[src/hdl/trrb_pkg.sv]
// ----------------------------------------------------------------------------
// trrb_pkg
// Shared types, constants and helpers for the tagged record ring buffer.
// ----------------------------------------------------------------------------
package trrb_pkg;

	// Ring geometry
	localparam int RING_BYTES = 256;
	localparam int AW         = $clog2(RING_BYTES);
	localparam int UW         = $clog2(RING_BYTES + 1);
	localparam int CMPW       = (UW > 9) ? UW : 9;

	// Header fields
	localparam logic [7:0] HDR_LOCKED       = 8'h80;
	localparam logic [7:0] HDR_VALID        = 8'h40;
	localparam logic [7:0] HDR_LOCKED_VALID = 8'hC0;
	localparam logic [7:0] HDR_TYPE         = 8'h3F;
	localparam logic [5:0] EMPTY_CODE       = 6'd0;

	// Command codes
	typedef enum logic [2:0] {
		ACT_QUERY    = 3'd0,
		ACT_OPEN_WR  = 3'd1,
		ACT_WR_BYTE  = 3'd2,
		ACT_CLOSE_WR = 3'd3,
		ACT_OPEN_RD  = 3'd4,
		ACT_RD_BYTE  = 3'd5,
		ACT_CLOSE_RD = 3'd6
	} action_t;

	// Sequencer states
	typedef enum logic [2:0] {
		ST_CLEAR,
		ST_IDLE,
		ST_EXEC,
		ST_TAIL,
		ST_RESP
	} state_t;

	// Captured command beat
	typedef struct packed {
		action_t      action;
		logic [5:0]   rtype;
		logic [8:0]   len;
		logic [7:0]   data;
	} cmd_t;

	// Ring pointers and open-record bookkeeping
	typedef struct packed {
		logic [AW-1:0] head;
		logic [AW-1:0] tail;
		logic [UW-1:0] used;
		logic [7:0]    jobs;
		logic [AW-1:0] wr_hdr;
		logic [8:0]    wr_rem;
		logic          wr_open;
		logic [AW-1:0] rd_hdr;
		logic [8:0]    rd_rem;
		logic          rd_open;
	} ptr_t;

	// Outcome of one command
	typedef struct packed {
		logic          ok;
		logic [7:0]    rdata;
		logic          we;
		logic [AW-1:0] waddr;
		logic [7:0]    wdata;
		ptr_t          nxt;
	} upd_t;

	// Advance a ring position with wrap
	function automatic logic [AW-1:0] next_pos(input logic [AW-1:0] p);
		return (p == AW'(RING_BYTES - 1)) ? '0 : p + AW'(1);
	endfunction

endpackage

[src/hdl/trrb_ram.sv]
// ----------------------------------------------------------------------------
// trrb_ram
// Generic single-write, single-read RAM with registered read data.
// ----------------------------------------------------------------------------
module trrb_ram #(
	parameter int WIDTH = 8,
	parameter int DEPTH = 256
) (
	input  logic                     clk,
	input  logic                     we,
	input  logic [$clog2(DEPTH)-1:0] waddr,
	input  logic [WIDTH-1:0]         wdata,
	input  logic [$clog2(DEPTH)-1:0] raddr,
	output logic [WIDTH-1:0]         rdata
);

	logic [WIDTH-1:0] mem [DEPTH];

	// Write port
	always_ff @(posedge clk) begin
		if (we) begin
			mem[waddr] <= wdata;
		end
	end

	// Registered read port
	always_ff @(posedge clk) begin
		rdata <= mem[raddr];
	end

endmodule

[src/hdl/trrb_exec.sv]
// ----------------------------------------------------------------------------
// trrb_exec
// Evaluates one command against the fetched ring byte and the pointers.
// ----------------------------------------------------------------------------
module trrb_exec (
	input  trrb_pkg::cmd_t cmd,
	input  logic [7:0]     mem_byte,
	input  trrb_pkg::ptr_t cur,
	output trrb_pkg::upd_t upd
);

	logic [trrb_pkg::CMPW-1:0] len_w;
	logic [trrb_pkg::CMPW-1:0] used_w;
	logic [trrb_pkg::CMPW-1:0] free_w;
	logic                      type_match;

	assign len_w      = trrb_pkg::CMPW'(cmd.len);
	assign used_w     = trrb_pkg::CMPW'(cur.used);
	assign free_w     = trrb_pkg::CMPW'(trrb_pkg::RING_BYTES) - used_w;
	assign type_match = (mem_byte[5:0] == cmd.rtype);

	// Command decode and bookkeeping
	always_comb begin
		upd.ok    = 1'b0;
		upd.rdata = 8'd0;
		upd.we    = 1'b0;
		upd.waddr = cur.head;
		upd.wdata = 8'd0;
		upd.nxt   = cur;
		unique case (cmd.action)
			trrb_pkg::ACT_QUERY: begin
				upd.ok = 1'b1;
			end
			trrb_pkg::ACT_OPEN_WR: begin
				if (!cur.wr_open && cmd.len != 9'd0 && len_w <= free_w &&
				    (mem_byte & (trrb_pkg::HDR_LOCKED | trrb_pkg::HDR_VALID)) == 8'd0) begin
					upd.ok          = 1'b1;
					upd.we          = 1'b1;
					upd.waddr       = cur.head;
					upd.wdata       = trrb_pkg::HDR_LOCKED | {2'b00, cmd.rtype};
					upd.nxt.wr_hdr  = cur.head;
					upd.nxt.head    = trrb_pkg::next_pos(cur.head);
					upd.nxt.wr_rem  = cmd.len - 9'd1;
					upd.nxt.used    = cur.used + trrb_pkg::UW'(cmd.len);
					upd.nxt.wr_open = 1'b1;
				end
			end
			trrb_pkg::ACT_WR_BYTE: begin
				if (cur.wr_open && cur.wr_rem != 9'd0) begin
					upd.ok         = 1'b1;
					upd.we         = 1'b1;
					upd.waddr      = cur.head;
					upd.wdata      = cmd.data;
					upd.nxt.head   = trrb_pkg::next_pos(cur.head);
					upd.nxt.wr_rem = cur.wr_rem - 9'd1;
				end
			end
			trrb_pkg::ACT_CLOSE_WR: begin
				if (cur.wr_open && cur.wr_rem == 9'd0 && type_match) begin
					upd.ok          = 1'b1;
					upd.we          = 1'b1;
					upd.waddr       = cur.wr_hdr;
					upd.wdata       = trrb_pkg::HDR_VALID | {2'b00, cmd.rtype};
					upd.nxt.jobs    = cur.jobs + 8'd1;
					upd.nxt.wr_open = 1'b0;
				end
			end
			trrb_pkg::ACT_OPEN_RD: begin
				if (!cur.rd_open && cmd.len != 9'd0 && type_match && len_w <= used_w &&
				    !mem_byte[7] && mem_byte[6]) begin
					upd.ok          = 1'b1;
					upd.we          = 1'b1;
					upd.waddr       = cur.tail;
					upd.wdata       = trrb_pkg::HDR_LOCKED_VALID | {2'b00, cmd.rtype};
					upd.nxt.rd_hdr  = cur.tail;
					upd.nxt.tail    = trrb_pkg::next_pos(cur.tail);
					upd.nxt.rd_rem  = cmd.len - 9'd1;
					upd.nxt.used    = cur.used - trrb_pkg::UW'(cmd.len);
					upd.nxt.rd_open = 1'b1;
				end
			end
			trrb_pkg::ACT_RD_BYTE: begin
				// Byte is returned and its cell cleared
				if (cur.rd_open && cur.rd_rem != 9'd0) begin
					upd.ok         = 1'b1;
					upd.rdata      = mem_byte;
					upd.we         = 1'b1;
					upd.waddr      = cur.tail;
					upd.wdata      = 8'd0;
					upd.nxt.tail   = trrb_pkg::next_pos(cur.tail);
					upd.nxt.rd_rem = cur.rd_rem - 9'd1;
				end
			end
			trrb_pkg::ACT_CLOSE_RD: begin
				if (cur.rd_open && cur.rd_rem == 9'd0 && type_match) begin
					upd.ok          = 1'b1;
					upd.we          = 1'b1;
					upd.waddr       = cur.rd_hdr;
					upd.wdata       = {2'b00, trrb_pkg::EMPTY_CODE} & trrb_pkg::HDR_TYPE;
					upd.nxt.jobs    = cur.jobs - 8'd1;
					upd.nxt.rd_open = 1'b0;
				end
			end
			default: begin
				upd.ok = 1'b0;
			end
		endcase
	end

endmodule

[src/hdl/tagged_record_ring_buffer.sv]
// ----------------------------------------------------------------------------
// tagged_record_ring_buffer
// Byte ring holding variable-length records with a tagged header byte.
// ----------------------------------------------------------------------------
// Usage:
//   Command channel: a beat is taken on a rising edge with start high and
//   busy low; it carries action, record_type, record_length and write_data.
//   Result channel: done is high for exactly one cycle with ok, next_type,
//   read_data, pending_jobs and used_bytes; the receiver cannot stall it.
// Order: the command edge itself fetches the addressed ring byte; state
//   EXEC then executes and writes it back, state TAIL fetches the
//   header at the new tail, and done is high in state RESP, so the
//   result is taken at the rising edge that ends RESP.
// Overlap: busy is high in EXEC and TAIL; a new command may be taken in
//   the same cycle as the previous result, since busy is low there.
//   Each command needs the pointers and ring byte left by the one before,
//   and next_type needs the tail header after the write-back.
// Reset: arst_n clears all pointers and counters, then the block sweeps
//   the ring writing zero, one byte per cycle, to all RING_BYTES (256)
//   cells with busy high; no command is taken until the sweep is done.
// ----------------------------------------------------------------------------
module tagged_record_ring_buffer (
	input  logic       clk,
	input  logic       arst_n,
	input  logic       start,
	output logic       busy,
	input  logic [2:0] action,
	input  logic [5:0] record_type,
	input  logic [8:0] record_length,
	input  logic [7:0] write_data,
	output logic       done,
	output logic       ok,
	output logic [5:0] next_type,
	output logic [7:0] read_data,
	output logic [7:0] pending_jobs,
	output logic [8:0] used_bytes
);

	trrb_pkg::state_t            state_q, state_nxt;
	trrb_pkg::cmd_t              cmd_q;
	trrb_pkg::ptr_t              ptr_q;
	trrb_pkg::upd_t              upd;
	logic [trrb_pkg::AW-1:0]     clr_cnt_q;
	logic                        ok_q;
	logic [7:0]                  rdata_q;
	logic                        accept;
	logic                        clear_done;

	logic                        ram_we;
	logic [trrb_pkg::AW-1:0]     ram_waddr;
	logic [7:0]                  ram_wdata;
	logic [trrb_pkg::AW-1:0]     ram_raddr;
	logic [7:0]                  ram_rdata;
	logic [trrb_pkg::AW-1:0]     fetch_addr;

	assign accept     = start && !busy;
	assign clear_done = (clr_cnt_q == trrb_pkg::AW'(trrb_pkg::RING_BYTES - 1));

	// Next state
	always_comb begin
		state_nxt = state_q;
		unique case (state_q)
			trrb_pkg::ST_CLEAR: if (clear_done) state_nxt = trrb_pkg::ST_IDLE;
			trrb_pkg::ST_IDLE:  if (accept) state_nxt = trrb_pkg::ST_EXEC;
			trrb_pkg::ST_EXEC:  state_nxt = trrb_pkg::ST_TAIL;
			trrb_pkg::ST_TAIL:  state_nxt = trrb_pkg::ST_RESP;
			trrb_pkg::ST_RESP: begin
				state_nxt = accept ? trrb_pkg::ST_EXEC : trrb_pkg::ST_IDLE;
			end
			default:            state_nxt = trrb_pkg::ST_CLEAR;
		endcase
	end

	// State outputs
	always_comb begin
		busy = 1'b1;
		done = 1'b0;
		unique case (state_q)
			trrb_pkg::ST_IDLE: busy = 1'b0;
			trrb_pkg::ST_RESP: begin
				busy = 1'b0;
				done = 1'b1;
			end
			default: begin
				busy = 1'b1;
				done = 1'b0;
			end
		endcase
	end

	// Ring byte the incoming command works on
	always_comb begin
		unique case (trrb_pkg::action_t'(action))
			trrb_pkg::ACT_OPEN_WR,
			trrb_pkg::ACT_WR_BYTE:  fetch_addr = ptr_q.head;
			trrb_pkg::ACT_CLOSE_WR: fetch_addr = ptr_q.wr_hdr;
			trrb_pkg::ACT_CLOSE_RD: fetch_addr = ptr_q.rd_hdr;
			default:                fetch_addr = ptr_q.tail;
		endcase
	end

	// RAM port steering: sweep at reset, write-back in execute
	always_comb begin
		ram_raddr = (state_q == trrb_pkg::ST_TAIL) ? ptr_q.tail : fetch_addr;
		if (state_q == trrb_pkg::ST_CLEAR) begin
			ram_we    = 1'b1;
			ram_waddr = clr_cnt_q;
			ram_wdata = 8'd0;
		end else begin
			ram_we    = (state_q == trrb_pkg::ST_EXEC) && upd.we;
			ram_waddr = upd.waddr;
			ram_wdata = upd.wdata;
		end
	end

	trrb_ram #(
		.WIDTH(8),
		.DEPTH(trrb_pkg::RING_BYTES)
	) u_ram (
		.clk   (clk),
		.we    (ram_we),
		.waddr (ram_waddr),
		.wdata (ram_wdata),
		.raddr (ram_raddr),
		.rdata (ram_rdata)
	);

	trrb_exec u_exec (
		.cmd      (cmd_q),
		.mem_byte (ram_rdata),
		.cur      (ptr_q),
		.upd      (upd)
	);

	// Control registers
	always_ff @(posedge clk or negedge arst_n) begin
		if (!arst_n) begin
			state_q   <= trrb_pkg::ST_CLEAR;
			clr_cnt_q <= '0;
			ptr_q     <= '0;
		end else begin
			state_q <= state_nxt;
			if (state_q == trrb_pkg::ST_CLEAR) begin
				clr_cnt_q <= clr_cnt_q + trrb_pkg::AW'(1);
			end
			if (state_q == trrb_pkg::ST_EXEC) begin
				ptr_q <= upd.nxt;
			end
		end
	end

	// Command capture and result hold
	always_ff @(posedge clk) begin
		if (accept) begin
			cmd_q.action <= trrb_pkg::action_t'(action);
			cmd_q.rtype  <= record_type;
			cmd_q.len    <= record_length;
			cmd_q.data   <= write_data;
		end
		if (state_q == trrb_pkg::ST_EXEC) begin
			ok_q    <= upd.ok;
			rdata_q <= upd.rdata;
		end
	end

	// Result beat; tail header arrives from the RAM in the response cycle
	assign ok           = ok_q;
	assign read_data    = rdata_q;
	assign next_type    = (!ram_rdata[7] && ram_rdata[6]) ? ram_rdata[5:0]
	                                                     : trrb_pkg::EMPTY_CODE;
	assign pending_jobs = ptr_q.jobs;
	assign used_bytes   = 9'(ptr_q.used);

endmodule

[config.mk]
export PLATFORM = sky130hd
export DESIGN_NAME = tagged_record_ring_buffer
export DESIGN_NICKNAME = d
export VERILOG_FILES = /design/src/hdl/trrb_pkg.sv /design/src/hdl/trrb_ram.sv /design/src/hdl/trrb_exec.sv /design/src/hdl/tagged_record_ring_buffer.sv
export SDC_FILE = /design/constraint.sdc
export NUM_CORES = 2
export LEC_CHECK = 0
export ABC_AREA = 1
export BUFFER_PORTS_ARGS = -buffer_cell sky130_fd_sc_hd__buf_2
export CAP_MARGIN = 20
export CORE_AREA = 5 5 457 459
export CTS_BUF_LIST = sky130_fd_sc_hd__clkbuf_16
export DETAILED_ROUTE_END_ITERATION = 16
export DIE_AREA = 0 0 462 464
export PLACE_DENSITY = 0.74
export SYNTH_ARGS = -nofsm -noshare
export SYNTH_HDL_FRONTEND = slang
export SYNTH_SLANG_ARGS = --single-unit
[constraint.sdc]
create_clock -name clk -period 20.6 [get_ports clk]
set_input_delay 2.06 -clock clk [delete_from_list [all_inputs] [get_ports clk]]
set_output_delay 2.06 -clock clk [all_outputs]
set_load 0.05 [all_outputs]
==> impl_metrics.tcl <==
set metrics [dict create \
    grt_pass1_vias 65090 \
    drc_errors 0 \
    drive_above_1_share_pct 6.558 \
    drv_cap 0 \
    synthTopCellsByCount "2083 x edfxtp_1, 2022 x nand3_1, 1744 x nand2_1" \
    start_util_pct 47.80 \
    seqCellArea_um2 64710 \
    synth_edf_count 2083 \
    crit_top_cell "nand3_1" \
    synthToLayoutAreaGrowth_pct 9.014 \
    path_delay_family "simple AND/OR/NAND/NOR gates" \
    port-buffer-count 62 \
    vias_per_cell 5.882 \
    htree_levels 4 \
    ys_async_sr_fraction_pct 3.685 \
    ioPinCount 63 \
    cts_sinks 2171 \
    track_usage_pct 23.92 \
    fmax_mhz 129.2 \
    synth_cell_types 56 \
    antenna_found_initial 6 \
    cts-resized-gates 0 \
    syn-cell-area_um2 97490 \
    status "finished clean" \
    grt_max_degree 219 \
    synthFlopType "edfxtp_1" \
    placed_cell_area_um2 99480 \
    yosys.area.top_type_share_pct 64.16 \
    fillers 16910 \
    synth_top_area_cell "edfxtp_1" \
    crit_path_max_incr_delay_ns 0.97 \
    cts.path.max_buffers 3 \
    clkLatencyLatePin_ns 0.85 \
    synth.net_count 9054 \
    final_area_um2 106300 \
    cts_setup_buffers 0 \
    grt_overflow 0 \
    slew_violations 0 \
    root_buffer "clkbuf_16" \
    hold_violations 0 \
    dpl.hpwl_um 144400 \
    rows 166 \
    setup_viol 0 \
    tightest_slew_ns 1.300 \
    drt-total-wl_um 263300 \
    cp_max_fo 218 \
    synthMostInstantiatedCell "edfxtp_1" \
    die_x_um 462 \
    grt_pass1_wl_um 397600 \
    syn-instance-count 8982 \
    ctsHoldBuffers 0 \
    vdd_ir_drop_max_mv 0.08985 \
    syn_area_per_cell_um2 10.85 \
    multi_input_area_um2 26460 \
    hp-class "flip-flop to flip-flop" \
    dieArea_um2 214400 \
    wl_per_cell_um 22.67 \
    crit_type "primary input to flip-flop" \
    drt-pass1-iter-count 8 \
    synth_area_leaders "edfxtp_1 64%, nand3_1 10%, nand2_1 6.7%, nand3b_1 4.7%, inv_1 3.8%" \
    cp-start-kind "primary input" \
    core_area_um2 204000 \
    gp_congestion 0.8786 \
    p_leak_uw 0.03936 \
    ant_nets 0 \
    tritoncts "built" \
    cts-buffers-inserted 214 \
    power_density_nw_per_um2 86.76 \
    synth_seq_area_share_pct 66.38 \
    finalCritPeriodShare_pct 37.57 \
    p_total_uw 9220 \
    synth-seq-cells 2171 \
    endpoint_kind "flip-flop" \
    clk_pin_slew_worst_paths_ns 0.06 \
    die_h_um 464 \
    ys_warn_count 0 \
    crit_arrival_ns 8.45 \
    tns_ns 0 \
    worstPathRequired_ns 21.31 \
    skew_ns 0.02704 \
    critical-path-slowest-cell "buf_4" \
    crit_buf_inv 5 \
    rsz0062_at_grt "false" \
    drtIter0Drc 9521 \
    path_cells "buf_2 > inv_2 > nand2_1 > nand2_1 > nor2_4 > nand3_4 > nand2_4 > buf_12 > buf_12 > buf_4 > nand2_1 > nand3_1 > nand3_1 > nand3_1 > nand3_1 > nand3_1 > nand3_1 > nand3_1 > nand2_1" \
    min_period_ns 7.740 \
    nets 8814 \
    num_vias 68310 \
    maxSlewHeadroom_pct 13.34 \
]
## layout make-up
type,count,share of cell area [%]
diodes,6,0.01413
clock buffers,217,5.109
clock inverters,177,1.246
inverters,995,3.538
multi-input cells,5207,24.90
flip-flops and latches,2171,60.89
well taps,2688,3.165
repair buffers,153,1.144
## sequential cells by signal, summed over array words and instances (netlist names)
name / count
clr_cnt_q: 8
cmd_q: 26
ok: 1
pending_jobs: 8
ptr_q: 52
read_data: 8
state_q: 3
u_ram.mem: 2048
u_ram.rdata: 8
used_bytes: 9
## cell families after synthesis
logic type	share of synthesized area (%)
XOR/XNOR	0.4132
AND/OR/NAND/NOR	23.98
adder cells (fa/ha/maj)	0.5750
AO/OA/AOI/OAI	1.988
buffers and inverters	6.634
multiplexers	0.03337
flip-flops	66.38
## power by group
| group | internal (uW) | switching [uW] |
|---|---|---|
| clock network | 2130 | 1650 |
| logic | 159 | 505 |
| registers | 4770 | 8.11 |
## per-layer routing
metal  GRT usage [%]  vias up  wire length, um
met3           5.173      678            28970
li1                -    30510                -
met4           10.96        2            12630
met1           32.13    33040            99620
met5               0        -               14
met2           37.39     4078           122100
## cells in the final DEF, fill, tap and decap left out, types with 5 or more instances in the layout
cell,Yosys,final
nand3_1,2022,2021
a22oi_1,8,8
nor2_1,331,323
buf_12,0,16
buf_2,267,61
nor2_2,20,22
dfxtp_1,8,8
clkinvlp_4,0,7
inv_1,974,1024
a21oi_1,28,28
inv_6,0,8
xor2_1,41,41
ha_1,40,40
bufinv_16,0,18
edfxtp_1,2083,2083
clkinv_2,0,42
nand2_2,20,20
inv_2,19,18
xnor2_1,5,5
nand3b_1,609,609
clkinv_1,2,45
o31ai_1,5,5
nand3_2,17,17
nor3_1,16,15
buf_4,20,75
o21ai_0,83,83
nand4_1,16,16
nand2_4,5,7
nand2_1,1744,1742
dfrtp_1,80,80
clkbuf_16,0,217
diode_2,0,6
nor2_4,11,17
o211ai_1,122,122
## worst paths after layout
check | from | endpoint | slack (ns) | depth (start not counted)
worst min-delay path | pending_jobs[7] | pending_jobs[7] | 0.47 | 1
worst max register to register | state_q[2] | u_ram.rdata[6] | 13.88 | 19
min in group asynchronous | arst_n | pending_jobs[4] | 1.04 | 1
max in group asynchronous | arst_n | used_bytes[7] | 18.35 | 2
worst min register to register | pending_jobs[7] | pending_jobs[7] | 0.47 | 1
worst max-delay path | action[0] | u_ram.rdata[6] | 12.86 | 19
## worst reg2reg max path: cells and delay by family (launching register included)
family | cells | cell delay [ns]
simple gates | 14 | 3.39
buf+inv | 5 | 2.79
flops | 1 | 0.43
## metrics by stage
stage	worst slack [ns]	util [%]	hold slack [ns]	cells
after floorplan	10.84	-	0.4460	8982
final	12.86	52.11	0.4710	11610
after CTS	13.03	52.08	0.4729	11610
after detailed placement	12.22	48.77	0.4648	11210
after global placement	12.30	48.74	0.4577	11210
after global routing	12.49	52.10	0.5039	11610
Note: power is estimated with default switching activity, not from simulation.
